## src/rtl/fqs_pkg.sv

```systemverilog
// Package for the FIFO queue with content search.
// Request and status codes, widths and the control struct shared by the cells.
// No dependencies.
`default_nettype none
package fqs_pkg;

    localparam int WORD_W = 32;
    localparam int POS_W  = 7;

    typedef enum logic [1:0] {
        REQ_ENQ     = 2'd0,
        REQ_DEQ     = 2'd1,
        REQ_DISPLAY = 2'd2,
        REQ_SEARCH  = 2'd3
    } t_req;

    typedef enum logic [1:0] {
        ST_OK       = 2'd0,
        ST_FULL     = 2'd1,
        ST_EMPTY    = 2'd2,
        ST_NOTFOUND = 2'd3
    } t_status;

    // Broadcast to every cell of the chain.
    typedef struct packed {
        logic              shift;     // take neighbor's word and hit flag
        logic              mark;      // latch hit flag from match
        logic              mark_all;  // display: every held entry is a hit
        logic [WORD_W-1:0] word;      // word to write, or search key
    } t_cell_ctl;

endpackage
`default_nettype wire

```

## src/rtl/fifo_queue_with_search.sv

```systemverilog
// Top level of the FIFO queue with content search: controller and cell chain.
// Depends on fqs_pkg and fqs_cell.
//
// Usage: present i_req_type and i_value with start; the item is taken at a
// clock edge where start is high and busy is low. Results come out on
// o_status, o_element, o_position and o_last, each marked by o_valid for
// one cycle; o_last flags the final result of an item. The receiver cannot
// stall, so results are never held back.
// The queue is a chain of DEPTH cells, oldest word in cell 0. Enqueue writes
// the cell at the fill count; dequeue shifts the chain one cell toward the
// head. Both give their single result the cycle after acceptance and leave
// busy low, so one may follow every cycle.
// Display and search first tag hits in every cell in parallel, then rotate
// all DEPTH cells once through the head (restoring the order); a result
// leaves the cycle after each time the head cell holds a hit. Such an item
// keeps busy high until the rotation ends. Empty queue or no match gives
// one result the cycle after acceptance, with busy low.
// Reset (synchronous, active low) empties the queue and drops any walk.
`default_nettype none
module fifo_queue_with_search #(
    parameter int DEPTH = 16
) (
    input  wire logic               i_clk,
    input  wire logic               i_rst_n,
    input  wire logic               start,
    output logic                    busy,
    input  wire logic [1:0]         i_req_type,
    input  wire logic signed [31:0] i_value,
    output logic                    o_valid,
    output logic [1:0]              o_status,
    output logic signed [31:0]      o_element,
    output logic [6:0]              o_position,
    output logic                    o_last
);

    localparam int CW = $clog2(DEPTH + 1);
    localparam int SW = (DEPTH > 1) ? $clog2(DEPTH) : 1;
    localparam int PW = fqs_pkg::POS_W;
    localparam int WW = fqs_pkg::WORD_W;

    typedef enum logic [1:0] {
        S_IDLE = 2'b01,
        S_WALK = 2'b10
    } t_state;

    t_state             r_state, n_state;
    logic [CW-1:0]      r_count, n_count;
    logic [SW-1:0]      r_step,  n_step;

    logic               r_valid, n_valid;
    fqs_pkg::t_status   r_status, n_status;
    logic [WW-1:0]      r_element, n_element;
    logic [PW-1:0]      r_position, n_position;
    logic               r_last, n_last;

    fqs_pkg::t_cell_ctl cell_ctl;
    logic [DEPTH-1:0]   wr_sel, cell_valid, hit, match;
    logic [WW-1:0]      cell_data [DEPTH];
    logic               accept;
    fqs_pkg::t_req      req;

    assign accept = start && (r_state == S_IDLE);
    assign req    = fqs_pkg::t_req'(i_req_type);

    for (genvar g = 0; g < DEPTH; g++) begin : g_cell
        logic [WW-1:0] nbr_data;
        logic          nbr_hit;

        if (g == DEPTH - 1) begin : g_tail
            assign nbr_data = cell_data[0];
            assign nbr_hit  = 1'b0;
        end else begin : g_body
            assign nbr_data = cell_data[g+1];
            assign nbr_hit  = hit[g+1];
        end

        assign cell_valid[g] = (CW'(g) < r_count);

        fqs_cell u_cell (
            .i_clk      (i_clk),
            .i_rst_n    (i_rst_n),
            .i_ctl      (cell_ctl),
            .i_wr_sel   (wr_sel[g]),
            .i_valid    (cell_valid[g]),
            .i_nbr_data (nbr_data),
            .i_nbr_hit  (nbr_hit),
            .o_data     (cell_data[g]),
            .o_hit      (hit[g]),
            .o_match    (match[g])
        );
    end

    always_comb begin
        n_state        = r_state;
        n_count        = r_count;
        n_step         = r_step;
        n_valid        = 1'b0;
        n_status       = fqs_pkg::ST_OK;
        n_element      = '0;
        n_position     = '0;
        n_last         = 1'b1;
        cell_ctl.shift    = 1'b0;
        cell_ctl.mark     = 1'b0;
        cell_ctl.mark_all = (req == fqs_pkg::REQ_DISPLAY);
        cell_ctl.word     = WW'(i_value);
        wr_sel         = '0;

        unique case (r_state)
            S_IDLE: begin
                if (start) begin
                    n_valid = 1'b1;
                    unique case (req)
                        fqs_pkg::REQ_ENQ: begin
                            if (r_count == CW'(DEPTH)) begin
                                n_status = fqs_pkg::ST_FULL;
                            end else begin
                                for (int k = 0; k < DEPTH; k++) begin
                                    wr_sel[k] = (r_count == CW'(k));
                                end
                                n_count    = r_count + CW'(1);
                                n_element  = WW'(i_value);
                                n_position = PW'(r_count) + PW'(1);
                            end
                        end
                        fqs_pkg::REQ_DEQ: begin
                            if (r_count == '0) begin
                                n_status = fqs_pkg::ST_EMPTY;
                            end else begin
                                cell_ctl.shift = 1'b1;
                                n_count    = r_count - CW'(1);
                                n_element  = cell_data[0];
                                n_position = PW'(1);
                            end
                        end
                        default: begin
                            if (r_count == '0) begin
                                n_status = fqs_pkg::ST_EMPTY;
                            end else if (match == '0) begin
                                n_status = fqs_pkg::ST_NOTFOUND;
                            end else begin
                                n_valid       = 1'b0;
                                cell_ctl.mark = 1'b1;
                                n_step        = '0;
                                n_state       = S_WALK;
                            end
                        end
                    endcase
                end
            end
            S_WALK: begin
                cell_ctl.shift = 1'b1;
                n_valid        = hit[0];
                n_element      = cell_data[0];
                n_position     = PW'(r_step) + PW'(1);
                n_last         = ((hit >> 1) == '0);
                n_step         = r_step + SW'(1);
                if (r_step == SW'(DEPTH - 1)) begin
                    n_state = S_IDLE;
                end
            end
            default: begin
                n_state = S_IDLE;
            end
        endcase
    end

    always_ff @(posedge i_clk) begin
        if (!i_rst_n) begin
            r_state <= S_IDLE;
            r_count <= '0;
            r_step  <= '0;
            r_valid <= 1'b0;
        end else begin
            r_state <= n_state;
            r_count <= n_count;
            r_step  <= n_step;
            r_valid <= n_valid;
        end
    end

    always_ff @(posedge i_clk) begin
        r_status   <= n_status;
        r_element  <= n_element;
        r_position <= n_position;
        r_last     <= n_last;
    end

    assign busy       = (r_state == S_WALK);
    assign o_valid    = r_valid;
    assign o_status   = r_status;
    assign o_element  = r_element;
    assign o_position = r_position;
    assign o_last     = r_last;

    a_count_range: assert property (@(posedge i_clk) disable iff (!i_rst_n)
        r_count <= CW'(DEPTH))
        else $error("fill count above depth");

    a_walk_count_stable: assert property (@(posedge i_clk) disable iff (!i_rst_n)
        (r_state == S_WALK) |=> (r_count == $past(r_count)))
        else $error("fill count changed during a walk");

    a_single_result: assert property (@(posedge i_clk) disable iff (!i_rst_n)
        (accept && (req == fqs_pkg::REQ_ENQ || req == fqs_pkg::REQ_DEQ))
        |=> (o_valid && o_last))
        else $error("enqueue or dequeue without a final result");

    a_walk_length: assert property (@(posedge i_clk) disable iff (!i_rst_n)
        $fell(busy) |-> ($past(r_step) == SW'(DEPTH - 1)))
        else $error("walk ended before a full rotation");

    a_walk_ends_last: assert property (@(posedge i_clk) disable iff (!i_rst_n)
        (busy && hit[0] && ((hit >> 1) == '0)) |=> (o_valid && o_last))
        else $error("final hit left without last flag");

endmodule
`default_nettype wire

```

## src/rtl/fqs_cell.sv

```systemverilog
// One storage cell of the queue chain: a word and a hit flag.
// Depends on fqs_pkg.
`default_nettype none
module fqs_cell (
    input  wire logic                        i_clk,
    input  wire logic                        i_rst_n,
    input  wire fqs_pkg::t_cell_ctl          i_ctl,
    input  wire logic                        i_wr_sel,
    input  wire logic                        i_valid,
    input  wire logic [fqs_pkg::WORD_W-1:0]  i_nbr_data,
    input  wire logic                        i_nbr_hit,
    output logic      [fqs_pkg::WORD_W-1:0]  o_data,
    output logic                             o_hit,
    output logic                             o_match
);

    logic [fqs_pkg::WORD_W-1:0] r_data;
    logic                       r_hit;

    always_comb begin
        o_match = i_valid && (i_ctl.mark_all || (r_data == i_ctl.word));
    end

    always_ff @(posedge i_clk) begin
        if (i_ctl.shift) begin
            r_data <= i_nbr_data;
        end else if (i_wr_sel) begin
            r_data <= i_ctl.word;
        end
    end

    always_ff @(posedge i_clk) begin
        if (!i_rst_n) begin
            r_hit <= 1'b0;
        end else if (i_ctl.shift) begin
            r_hit <= i_nbr_hit;
        end else if (i_ctl.mark) begin
            r_hit <= o_match;
        end
    end

    assign o_data = r_data;
    assign o_hit  = r_hit;

endmodule
`default_nettype wire
```

## config.mk

```make
export PLATFORM = sky130hd
export DESIGN_NAME = fifo_queue_with_search
export DESIGN_NICKNAME = d
export VERILOG_FILES = /design/src/rtl/fqs_pkg.sv /design/src/rtl/fifo_queue_with_search.sv /design/src/rtl/fqs_cell.sv
export SDC_FILE = /design/constraint.sdc
export NUM_CORES = 1
export LEC_CHECK = 0
export ABC_AREA = 1
export BUFFER_PORTS_ARGS = -buffer_cell sky130_fd_sc_hd__buf_2
export CELL_PAD_IN_SITES_DETAIL_PLACEMENT = 0
export CELL_PAD_IN_SITES_GLOBAL_PLACEMENT = 1
export CORE_MARGIN = 1.5
export CORE_UTILIZATION = 30
export DETAILED_ROUTE_END_ITERATION = 7
export GPL_TIMING_DRIVEN = 0
export PLACE_DENSITY = 0.55
export RECOVER_POWER = 50
export SKIP_LAST_GASP = 1
export SLEW_MARGIN = 40
export SYNTH_ARGS = -nofsm -noshare
export SYNTH_HDL_FRONTEND = slang
export SYNTH_SLANG_ARGS = --single-unit
```

## constraint.sdc

```tcl
create_clock -name i_clk -period 7.05 [get_ports i_clk]
set_input_delay 0.705 -clock i_clk [delete_from_list [all_inputs] [get_ports i_clk]]
set_output_delay 0.705 -clock i_clk [all_outputs]
set_load 0.03 [all_outputs]
```

After elaboration in Yosys (flattened, before gate mapping):

Index checks and enable logic that the tools add are counted.

* bits of input ports: 37
* bits in registers: 582
* word-level logic and storage cells: 275
* output and inout port bits: 44

* bitwise gates (word level): 1
* reductions and logical operators: 61
* mux-type cells: 108
* $lt $le $gt $ge: 16
* equality and inequality tests: 44
* add/sub/neg operators: 5

Operator list (number)
* 32-bit two-way mux: 35
* 32-bit == test: 16
* 32-bit one-hot mux with 2 select lines: 2
* 16-bit two-way mux: 4
* 1-bit two-way mux: 42
* 5-bit by 4-bit == test with 1-bit output (second input constant): 8
* 4-bit by 5-bit < comparator with 1-bit output (first input constant): 8
* 2-bit nonzero test: 19
* 16-bit zero test: 2
* 6-bit one-hot mux with 2 select lines: 2
* 5-bit by 3-bit == test with 1-bit output (second input constant): 4
* 3-bit by 5-bit < comparator with 1-bit output (first input constant): 4
* 2-bit two-way mux: 9
* 1-bit logical AND: 16
* 1-bit logical OR: 16
* 4-bit two-way mux: 4
* 5-bit AND reduction: 3
* 6-bit two-way mux: 2
* 2-bit inequality test (second input constant): 6
* 5-bit by 2-bit == test with 1-bit output (second input constant): 2
* 1-bit by 5-bit < comparator with 1-bit output (first input constant): 2
* 2-bit by 5-bit < comparator with 1-bit output (first input constant): 2
* 5-bit two-way mux: 2
* 5-bit one-hot mux with 2 select lines: 1
* 19 further kinds: 24

Longest topological paths before layout:

Gate-level depths: netlist of run 1.

* depth after elaboration: 11
* gate-level depth with buffers: 21
* depth with buffers taken out: 19

Hierarchy:

Synthesis of run 1 repeated with hierarchy kept, for this count alone.

* cells, all modules: 4218
* area, all modules: 32916.6 µm²

By module, submodules not included
* fqs_cell: sequential area each 980.9 µm², cells an instance 239, area an instance 1893.1 µm², instances 16
* fifo_queue_with_search: sequential area each 1061.0 µm², cells an instance 394, area an instance 2627.5 µm², instances 1

Worst setup path before layout of run 1:

No wires, ideal clock.

* path kind: input-to-reg
* from: in start
* to: reg g_cell[5].u_cell.r_data (netlist bit g_cell[5].u_cell.o_data[0]) (enable)
* cell stages on the path: 9
* arrival: 4.959 ns
* setup slack: 1.581 ns
* path buffers: 1
* data required time: 6.539 ns
* library setup time: 0.511 ns
* path through: nand2_1 -> nor2_1 -> inv_1 -> nor2_1 -> inv_1 -> nor2_1 -> buf_2 -> nand2_1 -> o41ai_1

* cells in the longest elaborated chain, start to end: 3
* elaborated cells between the ends (all ways): 5
* classes of those cells: mux: 4; reduce/logical: 1

Ends and longest elaborated chain
* from (decl): RTL line fifo_queue_with_search.sv:25 `input wire logic start,`
* 2-bit two-way mux / 16-bit two-way mux (equally long branches): RTL line fifo_queue_with_search.sv:110 `if (start) begin`
* 1-bit one-hot mux with 2 select lines / 16-bit two-way mux (equally long branches): RTL line fifo_queue_with_search.sv:108 `unique case (r_state)`
* 2-bit nonzero test (no source line) (*)
* to (signal assigned): RTL line fqs_cell.sv:26 `r_data <= i_nbr_data;`
* to (signal assigned): RTL line fqs_cell.sv:28 `r_data <= i_ctl.word;`
* to (decl): RTL line fqs_cell.sv:17 `logic [fqs_pkg::WORD_W-1:0] r_data;`

Mark *: on every way between the ends. The rest lies on a longest branch, timed or not.
A chain may end at the register's enable or synchronous reset.

Worst setup path after layout of run 1:

* from: reg r_count[1]
* to: reg g_cell[10].u_cell.r_data (netlist bit g_cell[10].u_cell.o_data[13]) (enable)

* cells in the longest elaborated chain, start to end: 6
* elaborated cells between the ends (all ways): 12
* classes of those cells: eq/ne: 2; mux: 8; reduce/logical: 2

Ends and longest elaborated chain
* from (decl): RTL line fifo_queue_with_search.sv:47 `logic [CW-1:0] r_count, n_count;`
* from (signal assigned): RTL line fifo_queue_with_search.sv:175 `r_count <= n_count;`
* 5-bit zero test, or another cell as far along: RTL line fifo_queue_with_search.sv:126 `if (r_count == '0) begin`
* 1-bit two-way mux / 16-bit two-way mux (equally long branches): RTL line fifo_queue_with_search.sv:126, fifo_queue_with_search.sv:114
* 1-bit two-way mux / 16-bit two-way mux (equally long branches): RTL line fifo_queue_with_search.sv:112 `unique case (req)`
* 2-bit two-way mux / 16-bit two-way mux (equally long branches): RTL line fifo_queue_with_search.sv:110
* 1-bit one-hot mux with 2 select lines / 16-bit two-way mux (equally long branches): RTL line fifo_queue_with_search.sv:108
* 2-bit nonzero test (no source line) (*)
* to (signal assigned): RTL line fqs_cell.sv:26
* to (signal assigned): RTL line fqs_cell.sv:28
* to (decl): RTL line fqs_cell.sv:17

Marked as above.

==> results of run 1 <==
-- cells by family (layout without fill, tap and decap cells) --
kind of cell | count (synthesis) | count (layout)
adder cells (fa/ha/maj) | 8 | 8
buffers and inverters | 304 | 545
AO/OA/AOI/OAI | 171 | 171
AND/OR/NAND/NOR | 1738 | 1738
XOR/XNOR | 495 | 495
other | 1 | 3
flip-flops | 581 | 581
-- through the flow --
stage	utilization, %	power (mW)	cells	worst slack [ps]	TNS, ps
4_1_cts	35.3	11.0	4907	2550	0
2_1_floorplan	-	6.15	3298	1580	0
3_5_place_dp	33.1	7.26	4777	2530	0
3_3_place_gp	32.1	7.15	4712	-3950	-635360
6_report	35.1	10.9	4909	1520	0
5_1_grt	35.1	11.4	4907	1150	0
-- worst min-delay path, cell delays in order --
cell and delay, ps:
buf_2 150, o21ai_0 80, a21oi_1 40
-- power by group through the flow --
stage | clock network [mW] | registers [mW] | logic (mW)
3_3_place_gp | 0 | 4.71 | 2.44
4_1_cts | 3.83 | 4.55 | 2.65
6_report | 3.74 | 4.55 | 2.57
5_1_grt | 3.95 | 4.60 | 2.81
3_5_place_dp | 0 | 4.62 | 2.64
2_1_floorplan | 0 | 4.68 | 1.47
-- worst paths after layout --
| kind | start | depth (start not counted) | end |
|---|---|---|---|
| setup / recovery | r_count[1] | 16 | g_cell[10].u_cell.o_data[13] |
| hold / removal | i_rst_n | 3 | r_count[0] |
| setup reg to reg | r_count[1] | 16 | g_cell[10].u_cell.o_data[13] |
| hold reg to reg | g_cell[0].u_cell.o_hit | 2 | o_valid |
-- placed cells by master (no fill, tap or decap), drive strengths merged --
master / count
a211o: 1
a21oi: 41
a221oi: 1
buf: 169
bufinv: 4
clkbuf: 230
clkinv: 24
clkinvlp: 1
conb: 1
dfxtp: 69
diode: 2
edfxtp: 512
ha: 8
inv: 117
nand2: 1470
nand3: 51
nand4: 9
nor2: 205
nor3: 2
nor4: 1
o211ai: 1
o21a: 1
o21ai: 108
o31ai: 7
o32ai: 9
o41ai: 2
xnor2: 491
xor2: 4
-- metal layers --
metal / global-route usage, % / share of wire (%) / vias to the layer above / wire, µm
met5: 0 / 0 / - / 0
met4: 6.41 / 2.8 / 0 / 3010
met3: 3.15 / 5.7 / 145 / 6260
met2: 34.7 / 47 / 611 / 51500
met1: 28.3 / 44 / 11012 / 48100
li1: - / - / 10891 / -
-- cell type report --
| class | count | area (µm²) |
|---|---|---|
| Clock buffer | 101 | 2070 |
| Multi-Input combinational cell | 2413 | 12200 |
| Inverter | 117 | 439 |
| Timing Repair Buffer | 111 | 960 |
| Buffer | 187 | 1270 |
| Tap cell | 1368 | 1710 |
| Clock inverter | 29 | 249 |
| Sequential cell | 581 | 16800 |
| Antenna cell | 2 | 5.00 |
| Fill cell | 10734 | 65900 |
-- flip-flops by register name, indices dropped and copies added, names as in the netlist --
| register | count |
|---|---|
| g_cell.u_cell.o_data | 512 |
| g_cell.u_cell.o_hit | 16 |
| o_element | 32 |
| o_last | 1 |
| o_position | 6 |
| o_status | 2 |
| o_valid | 1 |
| r_count | 5 |
| r_state | 2 |
| r_step | 4 |
==> run metrics, run 1 <==
Post-synth EDFFs 512; TritonCTS clock tree yes; Synth Area in Compound Gates approximately 3.0%; Synth cell types 36; main combinational cell family by area after synthesis simple AND/OR/NAND/NOR gates; IO Count between 80 and 90; initial antenna violation count 2; Clock Power Share 34.5%; Worst R2R Setup Slack approximately 1500 ps; Synth async-reset ratio 0%; Max Slew Vio Count 0; synthesized area 0.0307 mm²; worst-case vdd ir drop ~0.14 mV; Logic pwr share a little under a quarter; crit end category flip-flop; crit-path max FO 10; Die Height roughly 320 µm; global-route wire length before repair about 160000 µm; delay-heaviest family, CP buffers and inverters; worst min path class in2reg; Synth Net Count approximately 3300; leading area contributor after synthesis edfxtp_1; post_cts resized 0; Max Cap Viol 0; mux cell area share after synthesis 0%; worst path required time around 7400 ps; switching fraction of total power around a third; Synth Area in XOR/XNOR approximately 14%; std cell rows ~120; via count 22659; Hold Vio Cnt, Final 0; largest cells by area after synthesis edfxtp_1 50%, nand2_1 18%, xnor2_1 14%; Yosys warnings 0; 1st-pass router iterations 5; Crit path buffers/inverters 9; Post-CTS Hold Buffers 0; Starting Density between 30% and 40%; final instance area between 0.03 and 0.04 mm²; Num CTS Buffers between 70 and 80; number of remaining DRC errors 0; Avg Cell Area, Syn 9.30 µm²; top-count cell post-synth nand2_1; simple-gate area share of the yosys netlist ~22%; gr ovfl total 0; Rel. slew slack between 10% and 20%; Post-synth top flop edfxtp_1; Critical Path Max Stage Delay 730 ps; Yosys reg bits ~580; Fmax achieved roughly 0.18 GHz; pwr dens between 300 and 400 mW/mm²; clk slew on worst S/H paths 60 ps; setup repair bufs after CTS 0; Synth Instances approximately 3300; DRT antenna net count 0; CTS Sinks slightly below 600; fin crit period 5530 ps; DP Area 0.0336 mm²; nets@finish 3528; RSZ-0062 raised after global routing no; P_int 7.30 mW; Worst-Margin Slew around 1300 ps; DRT Wirelength between 100000 and 150000 µm; top cell type's share of synthesized area roughly 50%; Layout area overhead 16.3%; Total GRT Usage between 20% and 30%; Setup Skew approximately 39 ps; Worst EP arrival between 5000 and 6000 ps; full die area approximately 0.10 mm²; Port Buffers between 40 and 50; Synth top cells by count 1452 x nand2_1, 512 x edfxtp_1, 490 x xnor2_1; RePlAce Congestion about 0.84; Startpoint Class flip-flop; Leakage approximately 13 nW; clock root cell clkbuf_16; die width 323 µm; period utilisation layout 78.4%; vias per inst ~4.6; vias in the first global route ~22000; Setup Viol. Count Final 0; CP Class reg2reg; largest net degree at the start of global routing 14; layout cells sized above 1 ~8.5%; wire length per cell around 22 µm; Core ar. between 0.1 and 0.15 mm²; worst path cell trace inv_1 -> ha_1 -> inv_1 -> nor2_1 -> inv_1 -> nor2_1 -> nor2_1 -> nand2_1 -> a21oi_1 -> clkinv_1 -> clkbuf_1 -> clkbuf_1 -> clkbuf_1 -> o21ai_0 -> buf_8 -> buf_8; slowest CP cell clkbuf_1; Hold Worst Slack ~420 ps; CTS Buffer Depth 3; Adder-Cell Fraction of Synth Area less than 1%; H-tree levels 3; Sequential Power Share 41.9%; Seq/Total Area, Yosys about 55%; Initial DRC Count 1858; status complete, no violations; placed wire-length estimate around 82000 µm; NetSw roughly 3.6 mW; worst-skew pair later-pin latency 640 ps
Note: power is estimated with default switching activity, not from simulation.
==> inputs of run 2 (changes only) <==
==> constraint.sdc (replaced) <==
create_clock -name i_clk -period 5.3 [get_ports i_clk]
set_input_delay 0.53 -clock i_clk [delete_from_list [all_inputs] [get_ports i_clk]]
set_output_delay 0.53 -clock i_clk [all_outputs]
set_load 0.03 [all_outputs]
==> run 2 against run 1 <==
Compared with the run above: core utilization is 0.26 points higher; critical path depth is 2 lower; final area is 0.75% higher; register-to-register slack worse by 1000 ps; wire length is 1.1% higher; sequential share of layout area is 0.35 points lower; global-route usage hardly changed; die area stayed put; count of clock-buffer cells in the layout is 7 higher; non-clock buffer count is 6 lower; fmax is 16% higher.
==> run metrics, run 2 (synthesized netlist as in run 1, its figures left out) <==
status complete, no violations; CTS Buffer Depth 3; Max Slew Vio Count 0; full die area 0.104 mm²; Initial DRC Count about 1800; Fmax achieved 0.209 GHz; post_cts resized 0; gr ovfl total 0; pwr dens 412 mW/mm²; Die Height 323 µm; Startpoint Class flip-flop; largest net degree at the start of global routing 14; CP Class reg2reg; IO Count just over 80; 1st-pass router iterations 5; Leakage 13.3 nW; most common cell after layout, fill and taps aside nand2_1; DP Area approximately 0.034 mm²; period utilisation layout between 90 and 100%; layout cells sized above 1 under 10%; Total GRT Usage 21.0%; final instance area ~0.036 mm²; Pwr Total around 15 mW; Port Buffers 46; Final WS setup 525 ps; DRT antenna net count 0; worst path required time ~5700 ps; most frequent cells in the layout 1459 x nand2_1, 512 x edfxtp_1, 490 x xnor2_1; Post-CTS Hold Buffers 0; crit-path max FO 10; Num CTS Buffers 75; Starting Density between 30% and 40%; DRT Wirelength roughly 110000 µm; Core ar. 0.102 mm²; Worst-Margin Slew about 1200 ps; Rel. slew slack around a fifth; via count 22673; die width 323 µm; placed wire-length estimate about 82000 µm; vias per inst ~4.6; crit end category flip-flop; worst min path class in2reg; worst-case vdd ir drop around 0.21 mV; DP Worst Slack 786 ps; nets@finish 3525; Max Cap Viol 0; Setup Skew just under 30 ps; setup repair bufs after CTS 0; Layout area overhead 17.1%; Fin Setup TNS 0 ps; global-route wire length before repair 155000 µm; clock root cell clkbuf_16; Worst EP arrival 5140 ps; vias in the first global route between 20000 and 25000; RSZ-0062 raised after global routing no; TritonCTS clock tree yes; RePlAce Congestion between 0.8 and 0.9; post-layout util a little over a third; CTS Sinks a little under 600; initial antenna violation count 2; clk slew on worst S/H paths ~60 ps; fill count between 10000 and 15000; wire length per cell roughly 22 µm; H-tree levels 3; Setup Viol. Count Final 0; number of remaining DRC errors 0; fin crit period roughly 4800 ps; max FFs per register ~510; worst-skew pair later-pin latency between 600 and 700 ps; Hold Vio Cnt, Final 0; std cell rows between 100 and 150
==> run 2: changes by cell type in the layout (fill, tap and decap cells not counted), moves of 3 or more <==
cell / delta
buf_4: +5
buf_6: -3
clkbuf_16: +5
clkbuf_8: +3
nand2_1: -11
nand2_2: +11
clkinv_2: -3
clkbuf_1: -17
buf_2: +4
==> run 2: critical path, cell delays in order, from the launching register on <==
cell and delay (ps):
dfxtp_1 460, inv_1 270, ha_1 190, inv_1 90, nor2_1 100, inv_1 110, nor2_1 300, nor2_1 120
nand2_1 80, a21oi_1 190, inv_2 180, buf_2 300, clkbuf_1 720, clkbuf_1 880, o21ai_0 510
==> run 2: worst paths after layout <==
kind	end	cells past startpoint	slack, ps	from
setup reg to reg	o_element[14]	14	530	r_count[1]
hold / removal	o_valid	3	220	i_rst_n
setup / recovery	o_element[14]	14	530	r_count[1]
hold reg to reg	o_valid	2	470	g_cell[0].u_cell.o_hit
==> run 2: routing by layer <==
| layer | global-route usage (%) | vias to the layer above | part of all wire [%] |
|---|---|---|---|
| met3 | 3.53 | 140 | 5.2 |
| met1 | 27.8 | 11070 | 44 |
| met4 | 6.33 | 0 | 3.0 |
| met2 | 35.2 | 594 | 48 |
| li1 | - | 10869 | - |
| met5 | 0 | - | 0 |
==> run 2: per-stage QoR <==
stage	std cells	hold slack, ps
after floorplan	3298	432
after global placement	4712	455
after detailed placement	4771	456
after CTS	4906	195
after global routing	4906	210
final	4908	221
==> run 2: layout make-up <==
| type | count | area (µm²) | area share, % |
|---|---|---|---|
| timing repair buffer | 105 | 966 | 2.69 |
| antenna | 2 | 5.00 | 0.0139 |
| sequential | 581 | 16800 | 46.6 |
| tap | 1368 | 1710 | 4.76 |
| multi-input combinational | 2413 | 12300 | 34.1 |
| clock inverter | 27 | 263 | 0.731 |
| clock buffer | 108 | 2230 | 6.20 |
| buffer | 187 | 1300 | 3.61 |
| inverter | 117 | 439 | 1.22 |
==> run 2: power breakdown <==
group,switching (mW),internal (mW),total (mW)
sequential,0.307,5.75,6.06
clock,2.11,3.16,5.28
combinational,2.40,1.07,3.46
total,4.82,9.98,14.8
==> inputs of run 3 (changes only) <==
--- a/config.mk
+++ b/config.mk
@@ -5,7 +5,6 @@
 export SDC_FILE = /design/constraint.sdc
 export NUM_CORES = 1
 export LEC_CHECK = 0
-export ABC_AREA = 1
 export BUFFER_PORTS_ARGS = -buffer_cell sky130_fd_sc_hd__buf_2
 export CELL_PAD_IN_SITES_DETAIL_PLACEMENT = 0
 export CELL_PAD_IN_SITES_GLOBAL_PLACEMENT = 1
@@ -13,7 +12,7 @@
 export CORE_UTILIZATION = 30
 export DETAILED_ROUTE_END_ITERATION = 7
 export GPL_TIMING_DRIVEN = 0
-export PLACE_DENSITY = 0.55
+export PLACE_DENSITY = 0.53
 export RECOVER_POWER = 50
 export SKIP_LAST_GASP = 1
 export SLEW_MARGIN = 40
==> run 3 against run 2 <==
Compared with the run above: the run now ends with max-capacitance violations, max-slew violations left; global-route usage down 0.62 points; core utilization down 0.37 points; highest routed layer unchanged; sequential power down 12%; hold slack better by 11 ps; setup slack worse by 120 ps; count of clock-buffer cells in the layout down 5; synthesized cell count down 30%; sequential share of layout area up 2.7 points; critical path depth down 3.
==> run metrics, run 3 <==
period utilisation layout just over 90%; Yosys warnings 0; Post-CTS Hold Buffers 0; Initial DRC Count roughly 1700; Setup Skew between 20 and 30 ps; crit end category flip-flop; Crit Reg-Reg Startpoint r_count[0]; Layout area overhead 15.0%; Setup Viol. Count Final 0; status finished with violations; initial antenna violation count 1; final instance area 0.0340 mm²; DP Worst Slack ~800 ps; global-route wire length before repair approximately 150000 µm; Synth Instances between 2000 and 2500; worst-case vdd ir drop just over 0.2 mV; worst path cell trace clkbuf_1 -> inv_1 -> ha_1 -> inv_1 -> nor4_1 -> nor3_1 -> nor2_1 -> nor2_1 -> clkbuf_1 -> clkbuf_1 -> a21o_1; clock root cell clkbuf_16; most frequent cells in the layout 512 x a21o_1, 512 x edfxtp_1, 331 x xor2_1; Setup crit start r_count[0]; IO Count 81; RePlAce Congestion 0.909; RSZ-0062 raised after global routing no; worst-skew pair later-pin latency around 630 ps; setup repair bufs after CTS 0; largest cells by area after synthesis edfxtp_1 52%, a21o_1 13%, xor2_1 9.8%; number of remaining DRC errors 0; Max Slew Vio Count 40; Fmax achieved around 0.20 GHz; max FFs per register roughly 510; RR Endpoint g_cell[15].u_cell.o_data[27]; Hold Vio Cnt, Final 0; Setup crit end g_cell[15].u_cell.o_data[27]; CTS Buffer Depth 3; Num CTS Buffers 73; H-tree levels 3; slowest CP cell nor2_1; leading area contributor after synthesis edfxtp_1; worst r2r path cells 11; clk slew on worst S/H paths 60 ps; Synth async-reset ratio 0%; Synth Net Count ~2400; fin crit period around 4900 ps; 1st-pass router iterations 5; top cell type's share of synthesized area about 52%; DRT Wirelength roughly 100000 µm; fill count between 9000 and 10000; Max Cap Viol 3; vias per inst between 5 and 6; full die area roughly 0.1 mm²; vias in the first global route between 15000 and 20000; CTS Sinks just under 600; Fin Setup TNS 0 ps; Synth cell types between 50 and 60; most used cell, CP clkbuf_1; TritonCTS clock tree yes; wire length per cell between 20 and 30 µm; Total GRT Usage between 20% and 30%; Synth top cells by count 512 x a21o_1, 512 x edfxtp_1, 331 x xor2_1; synthesized area 0.0296 mm²; Yosys reg bits 581; die width 317 µm; Port Buffers 46; Critical Path Max Stage Delay around 910 ps; worst min path class in2reg; placed wire-length estimate 81300 µm; n_diodes 0; Seq/Total Area, Yosys between 50% and 60%; Core ar. around 0.097 mm²; via count 19500; std cell rows 114; DP Area between 0.03 and 0.04 mm²; pwr dens approximately 340 mW/mm²; Avg Cell Area, Syn ~13 µm²; Worst EP arrival about 5400 ps; gr ovfl total 0; nets@finish 2521; Starting Density a little under a third; violated checks max-capacitance violations, max-slew violations; CP Class reg2reg; Startpoint Class flip-flop; Post-synth top flop edfxtp_1; Worst R2R Setup Slack 410 ps; Die Height about 320 µm; worst path required time slightly below 6000 ps; Rel. slew slack -8.29%; DRT antenna net count 0; Worst-Margin Slew around 1600 ps; crit-path max FO 10; Leakage 13.6 nW; Final WS setup roughly 410 ps; largest net degree at the start of global routing 33; layout cells sized above 1 9.98%; Post-synth EDFFs 512; post_cts resized 0
-- run 3: cell types whose count changed after synthesis, sizes merged, moves of 71 or more --
cell	previous run	this run
a21o	0	512
clkbuf	18	109
inv	117	10
nand2	1470	61
nor2	205	35
nor4	1	98
o21ai	108	37
xnor2	491	193
xor2	4	331
-- run 3: worst min-delay path by stage --
stage	start	to	slack, ps	cells after the start
after floorplan	g_cell[0].u_cell.o_hit	g_cell[0].u_cell.o_hit	430	2
after global placement	g_cell[0].u_cell.o_hit	g_cell[0].u_cell.o_hit	460	2
after detailed placement	g_cell[0].u_cell.o_hit	g_cell[0].u_cell.o_hit	460	2
after CTS	i_req_type[1]	o_status[0]	190	3
after global routing	i_req_type[0]	o_status[1]	230	3
final	i_req_type[1]	o_status[0]	230	3
-- run 3: critical path, delay by kind of cell (launching register included) --
family,cells,cell delay (ps)
buf+inv,5,2430
simple gates,4,1480
flops,1,360
fa+ha+maj,1,240
compound gates,1,230
-- run 3: power breakdown --
part / switching (mW) / total (mW) / leakage [nW] / internal [mW]
Combinational: 0.888 / 1.39 / 7.27 / 0.501
Sequential: 0.123 / 5.33 / 5.20 / 5.21
Clock: 2.08 / 4.99 / 1.15 / 2.91
Total: 3.09 / 11.7 / 13.6 / 8.62
-- run 3: cells by family (layout without fill, tap and decap cells) --
group / count (synthesis) / after routing / share of synthesized area [%]
xor+xnor: 524 / 524 / 15.5
fa+ha+maj: 8 / 8 / 0.339
flops: 581 / 581 / 56.7
other cells: 1 / 1 / 0.0127
mux: 15 / 15 / 0.512
simple gates: 329 / 329 / 6.19
buf+inv: 229 / 439 / 4.75
compound gates: 637 / 637 / 16.0
-- run 3: layer usage --
| metal | vias up | GRT usage [%] | part of all wire (%) |
|---|---|---|---|
| met1 | 9927 | 27.4 | 45 |
| met4 | 0 | 8.37 | 3.8 |
| met2 | 629 | 32.8 | 46 |
| met5 | - | 0 | 0 |
| met3 | 160 | 3.20 | 5.3 |
| li1 | 8784 | - | - |
-- run 3: stage by stage --
step / total power [mW] / hold WS, ps / util (%) / instances
finish: 11.7 / 233 / 35.0 / 3810
global route: 12.1 / 233 / 35.0 / 3810
CTS: 11.8 / 186 / 35.3 / 3810
detailed placement: 6.83 / 461 / 32.9 / 3677
global placement: 6.80 / 462 / 32.3 / 3646
floorplan: 6.31 / 435 / - / 2324
-- run 3: area by class of cell --
type | instances | area (µm²) | share of cell area (%)
sequential | 581 | 16800 | 49.3
multi-input combinational | 1514 | 11400 | 33.6
clock buffer | 103 | 2040 | 6.02
tap | 1276 | 1600 | 4.70
buffer | 219 | 1350 | 3.98
timing repair buffer | 77 | 465 | 1.37
clock inverter | 30 | 302 | 0.887
inverter | 10 | 37.5 | 0.110
